**src/signed_integer_base_digit_encoder_assert.svh**
```systemverilog
// Assertion macros shared by the encoder RTL.
`ifndef SIGNED_INTEGER_BASE_DIGIT_ENCODER_ASSERT_SVH
`define SIGNED_INTEGER_BASE_DIGIT_ENCODER_ASSERT_SVH

// Same-cycle implication, disabled during reset.
`define SIBDE_ASSERT_IMPL(label, clk, rst_n, ante, cons) \
    label: assert property (@(posedge clk) disable iff (!rst_n) (ante) |-> (cons)) \
        else $error("same-cycle check failed");

// Next-cycle implication, disabled during reset.
`define SIBDE_ASSERT_NEXT(label, clk, rst_n, ante, cons) \
    label: assert property (@(posedge clk) disable iff (!rst_n) (ante) |=> (cons)) \
        else $error("next-cycle check failed");

`endif

```
**src/sibde_pkg.sv**
```systemverilog
// Types and constants shared by the signed integer digit encoder.
package sibde_pkg;

    localparam int MOD_W      = 32;
    localparam int BASE_W     = 16;
    localparam int IDX_W      = 6;
    localparam int CFG_IDX_W  = 2;
    localparam int CFG_DATA_W = 32;

    localparam logic [MOD_W-1:0]  MOD_RESET  = 32'd256;
    localparam logic [BASE_W-1:0] BASE_RESET = 16'd2;
    localparam logic [BASE_W-1:0] BASE_MIN   = 16'd2;

    // Configuration register indexes
    localparam logic [CFG_IDX_W-1:0] REG_PLAIN_MODULUS = 2'd0;
    localparam logic [CFG_IDX_W-1:0] REG_DIGIT_BASE    = 2'd1;

    typedef enum logic
    {
        ST_IDLE,
        ST_DIV
    } state_t;

    // Divider status toward the sequencer
    typedef struct packed
    {
        logic done;
        logic running;
    } div_stat_t;

endpackage

```
**src/signed_integer_base_digit_encoder.sv**
```systemverilog
// Top level of the signed integer base-b digit encoder.
//
//  channel   handshake            payload                          direction
//  ------    -------------------  -------------------------------  ---------
//  input     start / busy         value                            in
//  result    coeff_strobe         coeff_index, coeff_value, last   out
//  config    wr_en                wr_index, wr_data                in
//
// A word is accepted when start is high and busy is low; busy then stays high
// until the last digit has been sent. Each digit takes one pass through the
// shared bit-serial divider, so an item of n digits takes n passes
// (n = 1 for zero, up to VALUE_WIDTH for base 2).
// Each result word is shown for exactly one cycle on coeff_strobe; the
// receiver cannot stall it. Reset is asynchronous, active low, and restores
// plain_modulus = 256 and digit_base = 2.
module signed_integer_base_digit_encoder #(
    parameter int VALUE_WIDTH = 64
) (
    input  logic                              clk,
    input  logic                              rst_n,
    input  logic                              start,
    output logic                              busy,
    input  logic signed [VALUE_WIDTH-1:0]     value,
    input  logic                              wr_en,
    input  logic [sibde_pkg::CFG_IDX_W-1:0]   wr_index,
    input  logic [sibde_pkg::CFG_DATA_W-1:0]  wr_data,
    output logic                              coeff_strobe,
    output logic [sibde_pkg::IDX_W-1:0]       coeff_index,
    output logic [sibde_pkg::MOD_W-1:0]       coeff_value,
    output logic                              last
);
    import sibde_pkg::*;

    // Configuration registers
    logic [MOD_W-1:0]  plain_modulus_reg;
    logic [BASE_W-1:0] digit_base_reg;

    // Sequencer
    state_t            state_reg, state_next;
    logic              neg_reg;
    logic [IDX_W-1:0]  digit_idx_reg;

    // Result word registers
    logic              strobe_reg;
    logic [IDX_W-1:0]  index_reg;
    logic [MOD_W-1:0]  value_reg;
    logic              last_reg;

    // Divider connection
    logic                   accept;
    logic                   div_load;
    logic                   emit;
    logic [VALUE_WIDTH-1:0] magnitude;
    logic [VALUE_WIDTH-1:0] div_dividend;
    logic [BASE_W-1:0]      eff_base;
    logic [VALUE_WIDTH-1:0] quotient;
    logic [BASE_W-1:0]      remainder;
    div_stat_t              div_stat;
    logic                   final_digit;
    logic [MOD_W-1:0]       digit_ext;
    logic [MOD_W-1:0]       coeff;

    // Take the magnitude; the most negative value maps to 2^(VALUE_WIDTH-1)
    // and still fits as an unsigned word.
    assign magnitude = value[VALUE_WIDTH-1] ? (~value + 1'b1) : value;

    // Treat a base of zero or one as two
    assign eff_base = (digit_base_reg < BASE_MIN) ? BASE_MIN : digit_base_reg;

    assign accept = start && (state_reg == ST_IDLE);

    // Digit done: the quotient feeds the next division unless it is zero
    assign final_digit  = (quotient == '0);
    assign digit_ext    = {{(MOD_W - BASE_W){1'b0}}, remainder};
    assign coeff        = (neg_reg && remainder != '0) ? (plain_modulus_reg - digit_ext)
                                                       : digit_ext;
    assign div_dividend = accept ? magnitude : quotient;

    sibde_divider #(
        .VALUE_WIDTH(VALUE_WIDTH)
    ) u_div (
        .clk      (clk),
        .rst_n    (rst_n),
        .load     (div_load),
        .dividend (div_dividend),
        .divisor  (eff_base),
        .quotient (quotient),
        .remainder(remainder),
        .stat     (div_stat)
    );

    // Next state
    always_comb
    begin
        state_next = state_reg;
        unique case (state_reg)
            ST_IDLE:
            begin
                if (start)
                begin
                    state_next = ST_DIV;
                end
            end
            ST_DIV:
            begin
                if (div_stat.done && final_digit)
                begin
                    state_next = ST_IDLE;
                end
            end
            default:
            begin
                state_next = ST_IDLE;
            end
        endcase
    end

    // Sequencer outputs
    always_comb
    begin
        div_load = 1'b0;
        emit     = 1'b0;
        unique case (state_reg)
            ST_IDLE:
            begin
                div_load = start;
            end
            ST_DIV:
            begin
                emit     = div_stat.done;
                div_load = div_stat.done && !final_digit;
            end
            default:
            begin
                div_load = 1'b0;
                emit     = 1'b0;
            end
        endcase
    end

    always_ff @(posedge clk or negedge rst_n)
    begin
        if (!rst_n)
        begin
            state_reg         <= ST_IDLE;
            strobe_reg        <= 1'b0;
            plain_modulus_reg <= MOD_RESET;
            digit_base_reg    <= BASE_RESET;
            digit_idx_reg     <= '0;
        end
        else
        begin
            state_reg  <= state_next;
            strobe_reg <= emit;
            // Advance the digit position on every emitted word
            if (accept)
            begin
                digit_idx_reg <= '0;
            end
            else if (emit)
            begin
                digit_idx_reg <= digit_idx_reg + 1'b1;
            end
            // Drop writes to unknown indexes
            if (wr_en)
            begin
                unique case (wr_index)
                    REG_PLAIN_MODULUS: plain_modulus_reg <= wr_data;
                    REG_DIGIT_BASE:    digit_base_reg    <= wr_data[BASE_W-1:0];
                    default:           ;
                endcase
            end
        end
    end

    // Hold sign and result payload
    always_ff @(posedge clk)
    begin
        if (accept)
        begin
            neg_reg <= value[VALUE_WIDTH-1];
        end
        if (emit)
        begin
            index_reg <= digit_idx_reg;
            value_reg <= coeff;
            last_reg  <= final_digit;
        end
    end

    assign busy         = (state_reg != ST_IDLE);
    assign coeff_strobe = strobe_reg;
    assign coeff_index  = index_reg;
    assign coeff_value  = value_reg;
    assign last         = last_reg;

`include "signed_integer_base_digit_encoder_assert.svh"

    `SIBDE_ASSERT_IMPL(a_last_frees_block, clk, rst_n, coeff_strobe && last, !busy)
    `SIBDE_ASSERT_IMPL(a_more_digits_busy, clk, rst_n, coeff_strobe && !last, busy)
    `SIBDE_ASSERT_NEXT(a_accept_busy, clk, rst_n, start && !busy, busy)
    `SIBDE_ASSERT_IMPL(a_emit_from_divider, clk, rst_n, emit, div_stat.done && !div_stat.running)

endmodule

```
**src/sibde_divider.sv**
```systemverilog
// Radix-2 restoring divider: one quotient bit per cycle, 16-bit divisor.
module sibde_divider #(
    parameter int VALUE_WIDTH = 64
) (
    input  logic                       clk,
    input  logic                       rst_n,
    input  logic                       load,
    input  logic [VALUE_WIDTH-1:0]     dividend,
    input  logic [sibde_pkg::BASE_W-1:0] divisor,
    output logic [VALUE_WIDTH-1:0]     quotient,
    output logic [sibde_pkg::BASE_W-1:0] remainder,
    output sibde_pkg::div_stat_t       stat
);
    import sibde_pkg::*;

    localparam int CNT_W = $clog2(VALUE_WIDTH);

    logic [VALUE_WIDTH-1:0] quo_reg, quo_next;
    logic [BASE_W-1:0]      rem_reg, rem_next;
    logic [BASE_W-1:0]      divisor_reg;
    logic [CNT_W-1:0]       cnt_reg;
    logic                   running_reg;
    logic                   done_reg;
    logic [BASE_W:0]        r_shift;
    logic [BASE_W:0]        r_diff;
    logic                   ge;

    // Shift in the next dividend bit and try the subtraction
    assign r_shift  = {rem_reg, quo_reg[VALUE_WIDTH-1]};
    assign r_diff   = r_shift - {1'b0, divisor_reg};
    assign ge       = (r_shift >= {1'b0, divisor_reg});
    assign rem_next = ge ? r_diff[BASE_W-1:0] : r_shift[BASE_W-1:0];
    assign quo_next = {quo_reg[VALUE_WIDTH-2:0], ge};

    always_ff @(posedge clk or negedge rst_n)
    begin
        if (!rst_n)
        begin
            running_reg <= 1'b0;
            done_reg    <= 1'b0;
            cnt_reg     <= '0;
        end
        else
        begin
            done_reg <= 1'b0;
            if (load)
            begin
                running_reg <= 1'b1;
                cnt_reg     <= CNT_W'(VALUE_WIDTH - 1);
            end
            else if (running_reg)
            begin
                cnt_reg <= cnt_reg - 1'b1;
                if (cnt_reg == '0)
                begin
                    running_reg <= 1'b0;
                    done_reg    <= 1'b1;
                end
            end
        end
    end

    always_ff @(posedge clk)
    begin
        if (load)
        begin
            quo_reg     <= dividend;
            rem_reg     <= '0;
            divisor_reg <= divisor;
        end
        else if (running_reg)
        begin
            quo_reg <= quo_next;
            rem_reg <= rem_next;
        end
    end

    assign quotient     = quo_reg;
    assign remainder    = rem_reg;
    assign stat.done    = done_reg;
    assign stat.running = running_reg;

`include "signed_integer_base_digit_encoder_assert.svh"

    `SIBDE_ASSERT_IMPL(a_done_not_running, clk, rst_n, done_reg, !running_reg)
    `SIBDE_ASSERT_NEXT(a_last_step_done, clk, rst_n, running_reg && !load && cnt_reg == '0, done_reg)
    `SIBDE_ASSERT_IMPL(a_rem_below_divisor, clk, rst_n, done_reg, rem_reg < divisor_reg)

endmodule

```
**config.mk**
```make
export PLATFORM = sky130hd
export DESIGN_NAME = signed_integer_base_digit_encoder
export DESIGN_NICKNAME = d
export VERILOG_FILES = /design/src/sibde_pkg.sv /design/src/signed_integer_base_digit_encoder.sv /design/src/sibde_divider.sv
export VERILOG_INCLUDE_DIRS = /design/src /design/src/src
export SDC_FILE = /design/constraint.sdc
export NUM_CORES = 1
export LEC_CHECK = 0
export BUFFER_PORTS_ARGS = -buffer_cell sky130_fd_sc_hd__buf_2
export CORE_MARGIN = 3
export CORE_UTILIZATION = 65
export CTS_BUF_LIST = sky130_fd_sc_hd__clkbuf_8
export CTS_CLUSTER_SIZE = 30
export DETAILED_ROUTE_END_ITERATION = 12
export PLACE_DENSITY = 0.86
export SYNTH_ARGS = -nofsm -noshare
export SYNTH_HDL_FRONTEND = slang
export SYNTH_HIERARCHICAL = 1
export SYNTH_SLANG_ARGS = --single-unit
```
**constraint.sdc**
```tcl
create_clock -name clk -period 8.1 [get_ports clk]
set_input_delay 2.025 -clock clk [delete_from_list [all_inputs] [get_ports clk]]
set_output_delay 2.025 -clock clk [all_outputs]
set_load 0.005 [all_outputs]
```
==> reports/results.ini <==
[run_status]
status = finished clean

[global_route]
grt_antenna_before_repair = 0
gr-total-overflow = 0
grt_pass1_wl_um = 48700
grt_max_degree = 131
grt_pass1_vias = 9400
grtUsageTotal = 0.297

[pwr]
peakVddDrop_mv = 0.201
power_frac_seq = 0.430
power.leakage_nw = 5.52
intPower_mw = 2.57
power_frac_clock = 0.157
swShare = 0.397
p_per_area_mw_per_mm2 = 315
p_switching_mw = 1.70
p_comb_frac = 0.413

[yosys]
syn_area_per_cell_sq_um = 9.91
syn-instance-count = 1250
syn_nets = 1390
syn_area_sq_mm = 0.0124
yosysWarnings = 6

[placement]
place_congestion = 0.965
placement.io_buffers = 142
post-place-cells = 1550
dpl.hpwl_um = 22500

[sta]
rsz0062_at_grt = no
worstMarginPinSlew_ns = 1.19
timing.setup.tns_ns = 0
fmax_mhz = 204
skew_ns = 0.0217
hold_viol_final = 0
slew_headroom = 0.196
fin_crit_sh = 0.604
holdWs_ns = 0.483
drv_slew = 0
min_period_ns = 4.89
finalSetupViolCount = 0

[setup_path]
worst_setup_path_end_kind = register
worstPathArrival_ns = 5.13
r2r-start = u_div/quotient[42]$_DFFE_PP_
cp-start-kind = input pin
critPathKind = input pin to register
required_ns = 8.34
startpoint = value[10]
cp_max_fo = 7

[drt]
drc_errors = 0
drtIter0Drc = 1103
drt_wl_total_um = 30900
viasPerCell = 6.46
firstDrtPassIters = 6
wl_per_cell_um = 19.5
vias = 10219
ant_nets = 0

[floorplanning]
start_util = 0.676
dieArea_sq_mm = 0.0208
pin_count = 143
row_count = 49
die_y_um = 144
core_area_sq_mm = 0.0183
die_width_um = 144

[finish]
drive_gt1_frac = 0.234
diodes = 0
fin_cells = 1582
syn_to_final_growth_pct = 9.52
largest_register_ffs = 64
final_nets = 1480

[cts]
cts_setup_buffers = 0
cts_buffers = 17
cts_buffer_depth = 2
holdBufCountCts = 0
cts_sinks = 200
cts_tree = yes
root_buffer = clkbuf_8
cts.clk_slew.worst_paths_ns = 0.11
htreeDepth = 4
post_cts_resized = 0
clk_latency_ns = 0.48

[hold_path]
hold_start = digit_idx_reg[5]$_DFFE_PN0P_
min_path_type = register to register

[run]
cap_viol_max_count = 0

[layout make-up]
cell class,count,area [sq um]
Timing Repair Buffer,149,763
Clock inverter,15,181
Inverter,54,203
Fill cell,1332,4760
Clock buffer,17,234
Sequential cell,200,5530
Multi-Input combinational cell,918,6370
Tap cell,229,287
[path summary, 6_finish.rpt]
check	slack, ns	cells past startpoint	endpoint
worst min register to register	0.48	0	coeff_index[5]$_DFFE_PP_
worst max-delay path	3.21	9	u_div/quotient[62]$_DFFE_PP_
worst min-delay path	0.48	0	coeff_index[5]$_DFFE_PP_
max in group asynchronous	5.84	2	plain_modulus_reg[0]$_DFFE_PN0P_
min in group asynchronous	1.72	2	plain_modulus_reg[20]$_DFFE_PN0P_
worst max register to register	3.65	7	u_div/quotient[23]$_DFFE_PP_
[per-stage QoR]
step / utilization / power, mW / worst slack, ns / instance area (sq um)
6_report: 0.740 / 4.27 / 3.21 / 13600
5_1_grt: 0.740 / 4.54 / 3.15 / 13600
4_1_cts: 0.740 / 4.23 / 3.31 / 13600
3_5_place_dp: 0.717 / 3.56 / 2.91 / 13200
3_3_place_gp: 0.717 / 3.48 / 3.03 / 13200
2_1_floorplan: - / 3.08 / 2.04 / 12400
[worst max-delay path, cell delays in order]
cell and delay [ns]:
buf_2 0.11, or3_1 0.42, or4_1 0.62, or3_1 0.56, o31ai_1 0.56, nand2_1 0.18
xnor2_1 0.24, o21ai_0 0.10, mux2_2 0.30
[per-layer routing]
metal,share of wire,GRT usage,vias up,wire length [um]
met5,0,0,-,0
met4,0.027,0.0937,0,823
met1,0.43,0.428,4923,13200
met2,0.47,0.466,490,14500
met3,0.077,0.0493,62,2370
li1,-,-,4744,-
[cells in the final DEF (no fill, tap or decap), drive strengths merged, types with 4 or more instances in the layout]
cell type  count
nand2        156
buf          149
o21ai        123
edfxtp       120
mux2         109
xor2          75
nor2          69
dfrtp         62
inv           62
ha            36
nor4          35
a21oi         34
xnor2         28
nand3         23
nor3          17
nand4         17
clkbuf        17
or3           17
o31ai         17
o41ai         17
dfxtp         16
nand2b        14
or4           14
a21o          11
o211ai         8
a31oi          8
a311oi         8
mux2i          6
and3           6
nand3b         5
o21a           5
clkinv         5
or2            4
o311a          4
a31o           4
[power groups by stage]
stage	Sequential, mW	Clock, mW	Combinational, mW
after global routing	1.87	0.716	1.96
final	1.83	0.672	1.76
after floorplan	1.71	0	1.37
after CTS	1.82	0.677	1.73
after global placement	1.83	0	1.64
after detailed placement	1.84	0	1.72
Note: power is estimated with default switching activity, not from simulation.
